### src/design/pwmsetup_pkg.sv
// Shared constants, command codes and prescaler table of the PWM setup engine.
package pwmsetup_pkg;

  localparam int unsigned COUNTER_BITS_DEF = 16;

  localparam int unsigned CLK_W     = 27;
  localparam int unsigned FREQ_W    = 28;
  localparam int unsigned CMD_W     = 2;
  localparam int unsigned CH_W      = 2;
  localparam int unsigned DUTY_W    = 16;
  localparam int unsigned SDUTY_W   = 15;
  localparam int unsigned OUT_W     = 16;
  localparam int unsigned CODE_W    = 3;
  localparam int unsigned IDX_W     = 3;
  localparam int unsigned SHIFT_W   = 4;

  // clock_hz * 256 and prescale * freq_q8.
  localparam int unsigned N_W       = CLK_W + 8;
  localparam int unsigned D_W       = FREQ_W + 10;
  // Divider operand widths: 2N - D for the top, 2D as its divisor.
  localparam int unsigned NUM_W     = N_W + 1;
  localparam int unsigned DEN_W     = D_W + 1;

  localparam logic [CLK_W-1:0]   CLOCK_RESET = CLK_W'(16000000);
  localparam logic [SDUTY_W-1:0] DUTY_FULL   = SDUTY_W'(25600);
  localparam logic [NUM_W-1:0]   ROUND_HALF  = NUM_W'(25600);
  localparam logic [DEN_W-1:0]   CMP_DEN     = DEN_W'(51200);

  localparam logic [CMD_W-1:0] CMD_START = 2'd0;
  localparam logic [CMD_W-1:0] CMD_DUTY  = 2'd1;
  localparam logic [CMD_W-1:0] CMD_STOP  = 2'd2;

  localparam logic [IDX_W-1:0] PRESC_LAST = 3'd4;

  // Shift that multiplies by the prescaler 1, 8, 64, 256 or 1024.
  function automatic logic [SHIFT_W-1:0] presc_shift(input logic [IDX_W-1:0] idx);
    logic [SHIFT_W-1:0] sh;
    case (idx)
      3'd0:    sh = 4'd0;
      3'd1:    sh = 4'd3;
      3'd2:    sh = 4'd6;
      3'd3:    sh = 4'd8;
      default: sh = 4'd10;
    endcase
    return sh;
  endfunction

endpackage

### src/design/pwmsetup_div.sv
// Restoring divider, one quotient bit per cycle, shared by the setup sequencer.
module pwmsetup_div #(
  parameter int unsigned CB    = pwmsetup_pkg::COUNTER_BITS_DEF,
  parameter int unsigned NUM_W = pwmsetup_pkg::NUM_W,
  parameter int unsigned DEN_W = pwmsetup_pkg::DEN_W
) (
  input  logic             clk_i,
  input  logic             rst_ni,
  input  logic             start_i,
  input  logic [NUM_W-1:0] num_i,
  input  logic [DEN_W-1:0] den_i,
  output logic             done_o,
  output logic [CB-1:0]    quot_o
);

  localparam int unsigned DV_W  = DEN_W + CB - 1;
  localparam int unsigned CNT_W = $clog2(CB + 1);

  logic [NUM_W-1:0] rem_q, rem_d;
  logic [DV_W-1:0]  dv_q, dv_d;
  logic [CB-1:0]    quot_q, quot_d;
  logic [CNT_W-1:0] cnt_q, cnt_d;
  logic             busy_q, busy_d;
  logic             done_q, done_d;
  logic [DV_W-1:0]  rem_ext;
  logic [DV_W-1:0]  diff;
  logic             ge;

  assign rem_ext = DV_W'(rem_q);
  assign diff    = rem_ext - dv_q;
  assign ge      = rem_ext >= dv_q;

  always_comb begin
    rem_d  = rem_q;
    dv_d   = dv_q;
    quot_d = quot_q;
    cnt_d  = cnt_q;
    busy_d = busy_q;
    done_d = 1'b0;
    if (busy_q) begin
      if (ge) begin
        rem_d = diff[NUM_W-1:0];
      end
      quot_d = {quot_q[CB-2:0], ge};
      dv_d   = dv_q >> 1;
      cnt_d  = cnt_q - CNT_W'(1);
      if (cnt_q == CNT_W'(1)) begin
        busy_d = 1'b0;
        done_d = 1'b1;
      end
    end else if (start_i) begin
      rem_d  = num_i;
      dv_d   = DV_W'(den_i) << (CB - 1);
      quot_d = '0;
      cnt_d  = CNT_W'(CB);
      busy_d = 1'b1;
    end
  end

  always_ff @(posedge clk_i or negedge rst_ni) begin
    if (!rst_ni) begin
      cnt_q  <= '0;
      busy_q <= 1'b0;
      done_q <= 1'b0;
    end else begin
      cnt_q  <= cnt_d;
      busy_q <= busy_d;
      done_q <= done_d;
    end
  end

  always_ff @(posedge clk_i) begin
    rem_q  <= rem_d;
    dv_q   <= dv_d;
    quot_q <= quot_d;
  end

  assign done_o = done_q;
  assign quot_o = quot_q;

  a_start_runs: assert property (@(posedge clk_i) disable iff (!rst_ni)
    start_i && !busy_q |=> busy_q)
    else $error("divider did not start");
  a_done_idle: assert property (@(posedge clk_i) disable iff (!rst_ni)
    done_q |-> !busy_q)
    else $error("divider done while busy");
  a_busy_count: assert property (@(posedge clk_i) disable iff (!rst_ni)
    busy_q |-> cnt_q != '0)
    else $error("divider busy with no steps left");

endmodule

### src/design/pwm_period_and_duty_setup_core.sv
// Top level of the PWM period and duty setup engine: command sequencer and timer state.
// Stop and unknown commands answer in the cycle after acceptance, as does a duty command
// on an invalid channel or an unconfigured timer; otherwise a duty command passes ST_CH
// and, when a compare value is computed, ST_MUL and a compare divide. A start command
// tries up to 5 prescalers in turn, one divide for the top, then up to two compare divides.
// One item at a time on the shared divider; busy, if raised, falls with the result strobe.
// Reset clears all timer state and loads the clock register with 16 MHz; results cannot stall.
module pwm_period_and_duty_setup_core #(
  parameter int unsigned COUNTER_BITS = pwmsetup_pkg::COUNTER_BITS_DEF
) (
  input  logic                                clk_i,
  input  logic                                rst_ni,
  // Command channel.
  input  logic                                start,
  output logic                                busy,
  input  logic [pwmsetup_pkg::CMD_W-1:0]      command_i,
  input  logic [pwmsetup_pkg::FREQ_W-1:0]     freq_q8_i,
  input  logic [pwmsetup_pkg::CH_W-1:0]       channel_i,
  input  logic signed [pwmsetup_pkg::DUTY_W-1:0] duty_q8_i,
  // Configuration channel: timer input clock in hertz.
  input  logic                                cfg_valid_i,
  output logic                                cfg_ready_o,
  input  logic [pwmsetup_pkg::CLK_W-1:0]      cfg_data_i,
  // Result, valid for the one cycle that done_o is high.
  output logic                                done_o,
  output logic                                ok_o,
  output logic [pwmsetup_pkg::OUT_W-1:0]      period_top_o,
  output logic [pwmsetup_pkg::CODE_W-1:0]     prescale_code_o,
  output logic [pwmsetup_pkg::OUT_W-1:0]      compare_a_o,
  output logic [pwmsetup_pkg::OUT_W-1:0]      compare_b_o,
  output logic                                pwm_enable_a_o,
  output logic                                pwm_enable_b_o,
  output logic                                forced_level_a_o,
  output logic                                forced_level_b_o
);

  import pwmsetup_pkg::*;

  localparam int unsigned CB     = COUNTER_BITS;
  localparam int unsigned LIM_W  = D_W + CB;
  localparam int unsigned PROD_W = SDUTY_W + CB;

  // Sequencer states.
  localparam logic [2:0] ST_IDLE   = 3'd0;
  localparam logic [2:0] ST_TRY    = 3'd1;
  localparam logic [2:0] ST_TOPDIV = 3'd2;
  localparam logic [2:0] ST_CH     = 3'd3;
  localparam logic [2:0] ST_MUL    = 3'd4;
  localparam logic [2:0] ST_CMPDIV = 3'd5;

  logic [2:0]         state_q, state_d;
  logic [CLK_W-1:0]   clock_q, clock_d;
  logic [CB-1:0]      top_q, top_d;
  logic [CODE_W-1:0]  presc_q, presc_d;
  logic [SDUTY_W-1:0] sduty_q [2];
  logic [SDUTY_W-1:0] sduty_d [2];
  logic               configured_q, configured_d;
  logic [CB-1:0]      cmp_q [2];
  logic [CB-1:0]      cmp_d [2];
  logic [1:0]         en_q, en_d;
  logic [1:0]         lvl_q, lvl_d;
  logic               done_q, done_d;
  logic               ok_q, ok_d;
  logic [IDX_W-1:0]   idx_q, idx_d;
  logic               ch_q, ch_d;
  logic               both_q, both_d;

  // Payload registers.
  logic [FREQ_W-1:0]  freq_q, freq_d;
  logic [PROD_W-1:0]  prod_q, prod_d;

  logic               accept;
  logic [SDUTY_W-1:0] duty_clamped;
  logic [N_W-1:0]     n_val;
  logic [D_W-1:0]     d_val;
  logic               fit;
  logic [SDUTY_W-1:0] duty_sel;
  logic [CB-1:0]      cmp_raw;

  logic               div_start;
  logic [NUM_W-1:0]   div_num;
  logic [DEN_W-1:0]   div_den;
  logic               div_done;
  logic [CB-1:0]      div_quot;

  assign accept      = start && !busy;
  assign busy        = state_q != ST_IDLE;
  assign cfg_ready_o = 1'b1;

  // Negative duty reads as zero percent, anything above 100 percent as 100 percent.
  always_comb begin
    if (duty_q8_i[DUTY_W-1]) begin
      duty_clamped = '0;
    end else if (duty_q8_i[DUTY_W-2:0] > DUTY_FULL) begin
      duty_clamped = DUTY_FULL;
    end else begin
      duty_clamped = duty_q8_i[DUTY_W-2:0];
    end
  end

  // With N = clock * 256 and D = prescale * freq, the prescaler fits when
  // D < N <= D * 2^COUNTER_BITS. A zero frequency or clock never fits.
  assign n_val = {clock_q, 8'd0};
  assign d_val = D_W'(freq_q) << presc_shift(idx_q);
  assign fit   = (D_W'(n_val) > d_val) && (LIM_W'(n_val) <= (LIM_W'(d_val) << CB));

  assign duty_sel = sduty_q[ch_q];
  assign cmp_raw  = (div_quot > top_q) ? top_q : div_quot;

  // The divider computes either the rounded top, (2N - D) / (2D), or the rounded
  // compare value, (2 * duty * top + 25600) / 51200.
  always_comb begin
    div_start = 1'b0;
    div_num   = (NUM_W'(n_val) << 1) - NUM_W'(d_val);
    div_den   = DEN_W'(d_val) << 1;
    if (state_q == ST_TRY) begin
      div_start = fit;
    end else if (state_q == ST_MUL) begin
      div_start = 1'b1;
      div_num   = (NUM_W'(prod_q) << 1) + ROUND_HALF;
      div_den   = CMP_DEN;
    end
  end

  pwmsetup_div #(
    .CB    (CB),
    .NUM_W (NUM_W),
    .DEN_W (DEN_W)
  ) u_div (
    .clk_i   (clk_i),
    .rst_ni  (rst_ni),
    .start_i (div_start),
    .num_i   (div_num),
    .den_i   (div_den),
    .done_o  (div_done),
    .quot_o  (div_quot)
  );

  always_comb begin
    state_d      = state_q;
    clock_d      = clock_q;
    top_d        = top_q;
    presc_d      = presc_q;
    sduty_d      = sduty_q;
    configured_d = configured_q;
    cmp_d        = cmp_q;
    en_d         = en_q;
    lvl_d        = lvl_q;
    done_d       = 1'b0;
    ok_d         = ok_q;
    idx_d        = idx_q;
    ch_d         = ch_q;
    both_d       = both_q;
    freq_d       = freq_q;
    prod_d       = prod_q;

    if (cfg_valid_i && cfg_ready_o) begin
      clock_d = cfg_data_i;
    end

    unique case (state_q)
      ST_IDLE: begin
        if (accept) begin
          case (command_i)
            CMD_START: begin
              freq_d  = freq_q8_i;
              idx_d   = '0;
              state_d = ST_TRY;
            end
            CMD_DUTY: begin
              if (channel_i[1]) begin
                ok_d   = 1'b0;
                done_d = 1'b1;
              end else begin
                sduty_d[channel_i[0]] = duty_clamped;
                ch_d   = channel_i[0];
                both_d = 1'b0;
                if (configured_q && top_q != '0) begin
                  state_d = ST_CH;
                end else begin
                  ok_d   = 1'b1;
                  done_d = 1'b1;
                end
              end
            end
            CMD_STOP: begin
              top_d        = '0;
              presc_d      = '0;
              sduty_d[0]   = '0;
              sduty_d[1]   = '0;
              configured_d = 1'b0;
              cmp_d[0]     = '0;
              cmp_d[1]     = '0;
              en_d         = '0;
              lvl_d        = '0;
              ok_d         = 1'b1;
              done_d       = 1'b1;
            end
            default: begin
              ok_d   = 1'b0;
              done_d = 1'b1;
            end
          endcase
        end
      end
      ST_TRY: begin
        if (fit) begin
          state_d = ST_TOPDIV;
        end else if (idx_q == PRESC_LAST) begin
          ok_d    = 1'b0;
          done_d  = 1'b1;
          state_d = ST_IDLE;
        end else begin
          idx_d = idx_q + IDX_W'(1);
        end
      end
      ST_TOPDIV: begin
        if (div_done) begin
          if (div_quot == '0) begin
            // Rounded top of zero: the start fails and nothing changes.
            ok_d    = 1'b0;
            done_d  = 1'b1;
            state_d = ST_IDLE;
          end else begin
            top_d        = div_quot;
            presc_d      = CODE_W'(idx_q) + CODE_W'(1);
            configured_d = 1'b1;
            ch_d         = 1'b0;
            both_d       = 1'b1;
            state_d      = ST_CH;
          end
        end
      end
      ST_CH: begin
        if (duty_sel == '0) begin
          cmp_d[ch_q] = '0;
          en_d[ch_q]  = 1'b0;
          lvl_d[ch_q] = 1'b0;
        end else if (duty_sel >= DUTY_FULL) begin
          cmp_d[ch_q] = top_q;
          en_d[ch_q]  = 1'b0;
          lvl_d[ch_q] = 1'b1;
        end else begin
          prod_d  = PROD_W'(duty_sel) * PROD_W'(top_q);
          state_d = ST_MUL;
        end
        if (duty_sel == '0 || duty_sel >= DUTY_FULL) begin
          if (both_q && !ch_q) begin
            ch_d = 1'b1;
          end else begin
            ok_d    = 1'b1;
            done_d  = 1'b1;
            state_d = ST_IDLE;
          end
        end
      end
      ST_MUL: begin
        state_d = ST_CMPDIV;
      end
      ST_CMPDIV: begin
        if (div_done) begin
          cmp_d[ch_q] = cmp_raw;
          en_d[ch_q]  = 1'b1;
          if (both_q && !ch_q) begin
            ch_d    = 1'b1;
            state_d = ST_CH;
          end else begin
            ok_d    = 1'b1;
            done_d  = 1'b1;
            state_d = ST_IDLE;
          end
        end
      end
      default: begin
        state_d = ST_IDLE;
      end
    endcase
  end

  always_ff @(posedge clk_i or negedge rst_ni) begin
    if (!rst_ni) begin
      state_q      <= ST_IDLE;
      clock_q      <= CLOCK_RESET;
      top_q        <= '0;
      presc_q      <= '0;
      sduty_q[0]   <= '0;
      sduty_q[1]   <= '0;
      configured_q <= 1'b0;
      cmp_q[0]     <= '0;
      cmp_q[1]     <= '0;
      en_q         <= '0;
      lvl_q        <= '0;
      done_q       <= 1'b0;
      ok_q         <= 1'b0;
      idx_q        <= '0;
      ch_q         <= 1'b0;
      both_q       <= 1'b0;
    end else begin
      state_q      <= state_d;
      clock_q      <= clock_d;
      top_q        <= top_d;
      presc_q      <= presc_d;
      sduty_q      <= sduty_d;
      configured_q <= configured_d;
      cmp_q        <= cmp_d;
      en_q         <= en_d;
      lvl_q        <= lvl_d;
      done_q       <= done_d;
      ok_q         <= ok_d;
      idx_q        <= idx_d;
      ch_q         <= ch_d;
      both_q       <= both_d;
    end
  end

  always_ff @(posedge clk_i) begin
    freq_q <= freq_d;
    prod_q <= prod_d;
  end

  assign done_o           = done_q;
  assign ok_o             = ok_q;
  assign period_top_o     = OUT_W'(top_q);
  assign prescale_code_o  = presc_q;
  assign compare_a_o      = OUT_W'(cmp_q[0]);
  assign compare_b_o      = OUT_W'(cmp_q[1]);
  assign pwm_enable_a_o   = en_q[0];
  assign pwm_enable_b_o   = en_q[1];
  assign forced_level_a_o = lvl_q[0];
  assign forced_level_b_o = lvl_q[1];

  a_result_when_idle: assert property (@(posedge clk_i) disable iff (!rst_ni)
    done_q |-> state_q == ST_IDLE)
    else $error("result reported while the sequencer is still busy");
  a_accept_busy: assert property (@(posedge clk_i) disable iff (!rst_ni)
    accept && command_i == CMD_START |=> busy)
    else $error("start command did not occupy the sequencer");
  a_configured_top: assert property (@(posedge clk_i) disable iff (!rst_ni)
    configured_q |-> top_q != '0 && presc_q != '0)
    else $error("timer configured without a top or prescaler");
  a_compare_bound: assert property (@(posedge clk_i) disable iff (!rst_ni)
    done_q && en_q[0] |-> cmp_q[0] <= top_q)
    else $error("channel 0 compare beyond top");

endmodule

### config.mk
export PLATFORM = sky130hd
export DESIGN_NAME = pwm_period_and_duty_setup_core
export DESIGN_NICKNAME = d
export VERILOG_FILES = /design/src/design/pwmsetup_pkg.sv /design/src/design/pwmsetup_div.sv /design/src/design/pwm_period_and_duty_setup_core.sv
export SDC_FILE = /design/constraint.sdc
export NUM_CORES = 1
export LEC_CHECK = 0
export ABC_AREA = 1
export CORE_ASPECT_RATIO = 1.25
export CORE_UTILIZATION = 65
export CTS_BUF_LIST = sky130_fd_sc_hd__clkbuf_8
export CTS_CLUSTER_DIAMETER = 30
export DETAILED_ROUTE_END_ITERATION = 6
export DONT_BUFFER_PORTS = 1
export GPL_TIMING_DRIVEN = 1
export PLACE_DENSITY = 0.81
export SYNTH_ARGS = -nofsm -noshare
export SYNTH_HDL_FRONTEND = slang
export SYNTH_SLANG_ARGS = --single-unit
### constraint.sdc
create_clock -name clk_i -period 8.2 [get_ports clk_i]
set_clock_uncertainty 0.1 [all_clocks]
set_input_delay 0.41 -clock clk_i [delete_from_list [all_inputs] [get_ports clk_i]]
set_output_delay 0.41 -clock clk_i [all_outputs]
set_load 0.005 [all_outputs]
==> results of run 1 <==
## worst max-delay path by stage
stage,start,end,slack [ps],cells after the start
after floorplan,ch_q,prod_q[28],1650,30
after global placement,ch_q,prod_q[28],1130,25
after detailed placement,ch_q,prod_q[30],1000,25
after CTS,ch_q,prod_q[28],950,25
after global routing,ch_q,prod_q[28],460,25
final,ch_q,prod_q[28],860,25
## report_power, final
part,total (mW),leakage [nW],internal (mW),switching (mW)
logic,4.48,12.4,1.67,2.82
registers,1.87,2.69,1.84,0.0297
clock network,2.15,0.874,1.32,0.823
total,8.50,16.0,4.83,3.67
## registers in the layout (all words and copies together) (netlist names), 16 cells and up
signal / count
u_div.quot_o: 16
u_div.rem_q: 36
u_div.dv_q: 54
sduty_q: 30
freq_q: 28
prod_q: 31
compare_a_o: 16
period_top_o: 16
compare_b_o: 16
clock_q: 27
## cells in the final DEF, fill, tap and decap left out, types with 80 or more instances in the layout
master         netlist  final
dfrtp_1            123    121
o21ai_0            195    195
nand2_1            716    716
nor2_1             351    350
inv_1              617    625
o22ai_1             80     80
nand3_1            239    239
ha_1               231    231
edfxtp_1           164    164
a21oi_1            215    215
dlygate4sd3_1        0     95
fa_1               181    181
## cells by family after synthesis
kind of cell / share of synthesized area [%]
flip-flops: 29.03
buffers and inverters: 10.46
XOR/XNOR: 1.797
AND/OR/NAND/NOR: 22.25
multiplexers: 0.7171
adder cells (fa/ha/maj): 23.05
other: 0.01327
AO/OA/AOI/OAI: 12.69
## stage by stage
step | instance area (sq um) | utilization (%)
after CTS | 31400 | 73.09
final | 31410 | 73.10
after floorplan | 28260 | -
after global routing | 31410 | 73.10
after global placement | 28680 | 66.75
after detailed placement | 28680 | 66.75
## worst register-to-register path, delay by kind of cell (launching register included)
kind | cells | cell delay (ps)
and+or+nand+nor | 5 | 710
buffers and inverters | 6 | 1040
DFF | 1 | 520
xor gates and xnor gates | 1 | 160
AOI/OAI and AO/OA | 6 | 1140
adders and majority gates | 7 | 3400
## repair_timing
action / CTS / global route
hold buffers: 97 / 0
setup buffers: 0 / 0
endpoints found under the hold margin: 219 / 0
## layer usage
layer / part of all wire [%] / vias to the layer above / wire length (um)
met3: 9.1 / 504 / 8913
li1: - / 12100 / -
met4: 9.0 / 0 / 8786
met1: 34 / 12830 / 33010
met2: 48 / 1787 / 46820
met5: 0 / - / 0
## area by class of cell
type | instances | area (sq um)
multi-input cells | 2581 | 17110
fillers | 3235 | 11560
flip-flops and latches | 295 | 8209
inverters | 632 | 2374
repair buffers | 135 | 1284
clock buffers | 76 | 1046
well taps | 565 | 706.9
clock inverters | 52 | 679.4
diodes | 2 | 5.005
==> results.py, run 1 <==
metrics = {
    "placed_design": {
        "pre_cts_ws_ps": 996.6,
        "routabilityCongestion": 1.073,
        "port_buffers": 0,
        "dpl.cell_count": 4111,
        "dp_hpwl_um": 72910,
    },
    "hold_path": {
        "holdPathEnd": "clock_q[20]",
        "hold_class": "input port to register",
        "min_from": "cfg_valid_i",
        "whs_path_depth": 2,
    },
    "cts": {
        "cts-root-buf": "clkbuf_8",
        "clk_pin_slew_worst_paths_ps": 60,
        "cts_buffer_depth": 3,
        "clk_latency_ps": 680,
        "cts_resized": 0,
        "cts_made_buffers": 70,
        "tritoncts": "built",
        "htreeDepth": 3,
        "cts_sinks": 295,
    },
    "critical_path": {
        "crit_required_ps": 8490,
        "rr_endpoint": "prod_q[28]",
        "crit_path_top_delay_cell": "fa_1",
        "path_common_cell": "fa_1",
        "crit_type": "register to register",
        "critPathArrivalTime_ps": 7630,
        "reg2reg_slack_ps": 860,
        "reg2reg_depth": 25,
        "critPathMaxStageDelay_ps": 550,
        "cpLargestDelayFamily": "adder cells",
        "worst-path-max-fanout": 37,
        "reg2reg_from": "ch_q",
        "critPathLaunchType": "register",
        "critPathBufInv": 6,
        "end_kind": "register",
    },
    "floorplan": {
        "num_rows": 85,
        "die_h_um": 235.1,
        "initial_core_util_pct": 65.78,
        "die-area_sq_um": 44330,
        "ios": 138,
        "die_w_um": 188.5,
        "coreArea_sq_um": 42970,
    },
    "logic_synthesis": {
        "ys.flop_type": "edfxtp_1",
        "synthCells": 3638,
        "ys_seq_elements": 295,
        "synth_area_sq_um": 28260,
        "synthArstFlopShare_pct": 44.07,
        "synth_cell_types": 64,
        "synth_top_area_share_pct": 17.42,
        "syn-num-nets": 4129,
        "yosysSeqAreaShare_pct": 29.03,
        "postSynthAreaPerCell_sq_um": 7.769,
        "yosysTopAreaCell": "edfxtp_1",
        "yosys-top-cells-count": "nand2_1, inv_1, nor2_1",
        "synth.most_common_cell": "nand2_1",
        "yosysWarnings": 0,
        "synth_edf_count": 164,
        "synth.top_cells.by_area": "edfxtp_1, fa_1, dfrtp_1",
    },
    "timing": {
        "rsz0062_at_grt": "false",
        "finalSetupViolations": 0,
        "slew-limit-headroom_pct": 10.84,
        "fmax_ghz": 0.1362,
        "hold_viol": 0,
        "fin_crit_sh_pct": 89.55,
        "min_period_ps": 7343,
        "tightestPinTransition_ps": 1337,
        "fin_ws_ps": 857.1,
        "final.setup.tns_ps": 0,
        "holdWs_ps": 41.72,
        "drv_slew": 0,
    },
    "global_routing": {
        "overflow": 0,
        "grt_max_degree": 131,
        "grt_pass1_wl_um": 151000,
        "grt_use_met2_pct": 74.78,
        "grt.met1_usage_pct": 49.18,
        "antenna_found_initial": 2,
        "met3_usage_pct": 9.287,
        "top_usage_layer": "met2",
        "grt_pass1_vias": 27650,
        "gr-usage-all-layers_pct": 44.58,
    },
    "route": {
        "first_pass_iters": 7,
        "drtIter0Drc": 2702,
        "vias_per_cell": 6.274,
        "wire_per_inst_um": 22.48,
        "drc": 12,
        "totalWireLength_um": 97530,
        "num_vias": 27220,
        "ant_nets": 0,
    },
    "flow_run": {
        "cap_violations": 0,
    },
    "final_layout": {
        "drive_above_1_share_pct": 6.470,
        "area_delta_synth_final_pct": 11.12,
        "layout.nets": 4206,
        "layout.cells.non_filler": 4338,
    },
    "power_and_ir_drop": {
        "ir_drop_v": 0.0003351,
        "finalPower_mw": 8.502,
        "power_per_cell_area_nw_per_um2": 270.7,
        "leakage_nw": 15.97,
    },
    "status": {
        "failed_checks": "DRC",
        "status": "complete, but fails checks",
    },
}
Note: power is estimated with default switching activity, not from simulation.
==> inputs of run 2 (changes only) <==
--- a/config.mk
+++ b/config.mk
@@ -7,13 +7,14 @@
 export LEC_CHECK = 0
 export ABC_AREA = 1
 export CORE_ASPECT_RATIO = 1.25
-export CORE_UTILIZATION = 65
-export CTS_BUF_LIST = sky130_fd_sc_hd__clkbuf_8
+export CORE_UTILIZATION = 60
+export CTS_BUF_LIST = sky130_fd_sc_hd__clkbuf_4
 export CTS_CLUSTER_DIAMETER = 30
 export DETAILED_ROUTE_END_ITERATION = 6
 export DONT_BUFFER_PORTS = 1
+export GPL_ROUTABILITY_DRIVEN = 0
 export GPL_TIMING_DRIVEN = 1
-export PLACE_DENSITY = 0.81
+export PLACE_DENSITY = 0.76
 export SYNTH_ARGS = -nofsm -noshare
 export SYNTH_HDL_FRONTEND = slang
 export SYNTH_SLANG_ARGS = --single-unit
==> results.py, run 2 (synthesis results as in run 1) <==
metrics = {
    "critical_path": {
        "crit_required_ps": 8640,
        "path_common_cell": "fa_1",
        "critPathBufInv": 5,
        "critPathLaunchType": "register",
        "crit_type": "register to register",
        "crit_chain": "inv_1, nand2_1, nand2_1, inv_1, nand2_1, fa_1, inv_1, fa_1, fa_1, fa_1, fa_1, inv_1, fa_1, inv_1, ha_1, nand4_1, nor3_1, nand4_1, nand3_1, nand2_1, o211ai_1, a21boi_0, o21ai_0, xor2_1",
        "reg2reg_slack_ps": 950,
        "cpLargestDelayFamily": "adder cells",
        "crit_path_top_delay_cell": "dfrtp_2",
        "worst-path-max-fanout": 28,
        "end_kind": "register",
        "critPathArrivalTime_ps": 7680,
        "critPathMaxStageDelay_ps": 680,
    },
    "timing": {
        "rsz0062_at_grt": "false",
        "hold_viol": 0,
        "fmax_ghz": 0.1380,
        "fin_crit_sh_pct": 88.37,
        "tightestPinTransition_ps": 1319,
        "min_period_ps": 7246,
        "slew-limit-headroom_pct": 12.07,
        "drv_slew": 0,
        "finalSetupViolations": 0,
        "final.setup.tns_ps": 0,
    },
    "placed_design": {
        "port_buffers": 0,
        "place_area_sq_um": 28710,
        "dp_hpwl_um": 66640,
    },
    "floorplan": {
        "initial_core_util_pct": 60.97,
        "ios": 138,
        "coreArea_sq_um": 46350,
        "die_w_um": 196.1,
        "die_h_um": 244.7,
        "die-area_sq_um": 47990,
        "num_rows": 88,
    },
    "route": {
        "first_pass_iters": 7,
        "drc": 3,
        "totalWireLength_um": 88870,
        "num_vias": 26780,
        "drtIter0Drc": 2763,
        "ant_nets": 0,
        "wire_per_inst_um": 19.94,
        "vias_per_cell": 6.008,
    },
    "global_routing": {
        "overflow": 0,
        "grt_max_degree": 131,
        "grt_pass1_wl_um": 140100,
        "grt_pass1_vias": 27250,
        "antenna_found_initial": 3,
        "gr-usage-all-layers_pct": 37.49,
    },
    "cts": {
        "holdBufCountCts": 129,
        "clk_latency_ps": 850,
        "cts_sinks": 295,
        "tritoncts": "built",
        "clk_pin_slew_worst_paths_ps": 70,
        "cts_made_buffers": 84,
        "cts-root-buf": "clkbuf_4",
        "cts_buffer_depth": 3,
        "htreeDepth": 3,
        "cts_resized": 0,
        "cts_setup_buffers": 0,
    },
    "power_and_ir_drop": {
        "seqPwrFrac_pct": 24.7,
        "switching_power_mw": 3.321,
        "p_int_mw": 4.230,
        "combPwrFrac_pct": 56.4,
        "p_clk_share_pct": 18.9,
        "power_per_cell_area_nw_per_um2": 242.4,
        "p_sw_share_pct": 43.98,
        "ir_drop_v": 0.0003909,
        "leakage_nw": 15.82,
    },
    "final_layout": {
        "top_register": "u_div.dv_q",
        "area_delta_synth_final_pct": 10.20,
        "final_common_cell": "nand2_1",
        "top_regs": "u_div.dv_q (54), u_div.rem_q (36), prod_q (31)",
        "drive_above_1_share_pct": 6.750,
        "final_cell_area_sq_um": 31150,
        "largest_register_ffs": 54,
        "post-route-util_pct": 67.19,
        "layout.nets": 4245,
        "final_cell_mix": "nand2_1, inv_1, nor2_1",
    },
    "hold_path": {
        "hold_class": "input port to asynchronous set/reset pin",
    },
    "flow_run": {
        "cap_violations": 0,
    },
    "status": {
        "status": "complete, but fails checks",
        "failed_checks": "DRC",
    },
}
==> run 2: cell types whose count changed in the layout (fill, tap and decap cells not counted) <==
| cell | previous run | this run |
|---|---|---|
| clkinv_8 | 2 | 0 |
| clkinvlp_4 | 9 | 2 |
| inv_6 | 5 | 1 |
| clkinv_2 | 5 | 13 |
| diode_2 | 2 | 5 |
| clkinv_1 | 6 | 20 |
| dlygate4sd3_1 | 95 | 127 |
| clkinv_4 | 4 | 2 |
| clkbuf_8 | 76 | 0 |
| clkbuf_4 | 0 | 117 |
| inv_8 | 1 | 0 |
| buf_4 | 38 | 31 |
| bufinv_16 | 14 | 2 |
| inv_1 | 625 | 616 |
==> run 2: area by class of cell <==
cell class | instances | area, sq um
clock inverter | 37 | 229.0
inverter | 632 | 2374
multi-input combinational | 2581 | 17110
clock buffer | 117 | 878.3
tap | 630 | 788.3
antenna | 5 | 12.51
sequential | 295 | 8209
timing repair buffer | 160 | 1551
fill | 3765 | 15210
==> run 2: layer usage <==
layer	vias up	routed length, um	track usage [%]
met5	-	0	0.1029
met4	0	7349	27.41
met3	468	7945	7.846
met2	1623	42140	63.43
met1	12470	31440	41.87
li1	12220	-	-
==> run 2: worst paths after layout <==
| check | startpoint | end | depth (start not counted) |
|---|---|---|---|
| max in group asynchronous | rst_ni | u_div.busy_q | 2 |
| max reg2reg | ch_q | prod_q[28] | 24 |
| min in group clk_i | command_i[0] | done_o | 3 |
| min reg2reg | u_div.dv_q[53] | u_div.dv_q[53] | 2 |
| max | ch_q | prod_q[28] | 24 |
| min | rst_ni | compare_b_o[1] | 2 |
==> run 2: power by group through the flow <==
| stage | Sequential (mW) | Clock [mW] | Combinational [mW] |
|---|---|---|---|
| 4_1_cts | 1.86 | 1.45 | 4.19 |
| 2_1_floorplan | 1.88 | 0 | 3.18 |
| 3_3_place_gp | 1.89 | 0 | 3.94 |
| 3_5_place_dp | 1.89 | 0 | 4.10 |
| 5_1_grt | 1.87 | 1.53 | 4.79 |
| 6_report | 1.87 | 1.43 | 4.26 |
==> run 2: through the flow <==
stage	total power, mW	cells	setup WS (ps)	hold WS (ps)
after CTS	7.506	4452	974.7	2.149
final	7.551	4457	953.8	71.94
after global routing	8.192	4457	480.7	28.42
after floorplan	5.062	3638	1649	14.41
after global placement	5.837	4169	1212	32.61
after detailed placement	5.992	4169	1040	32.57
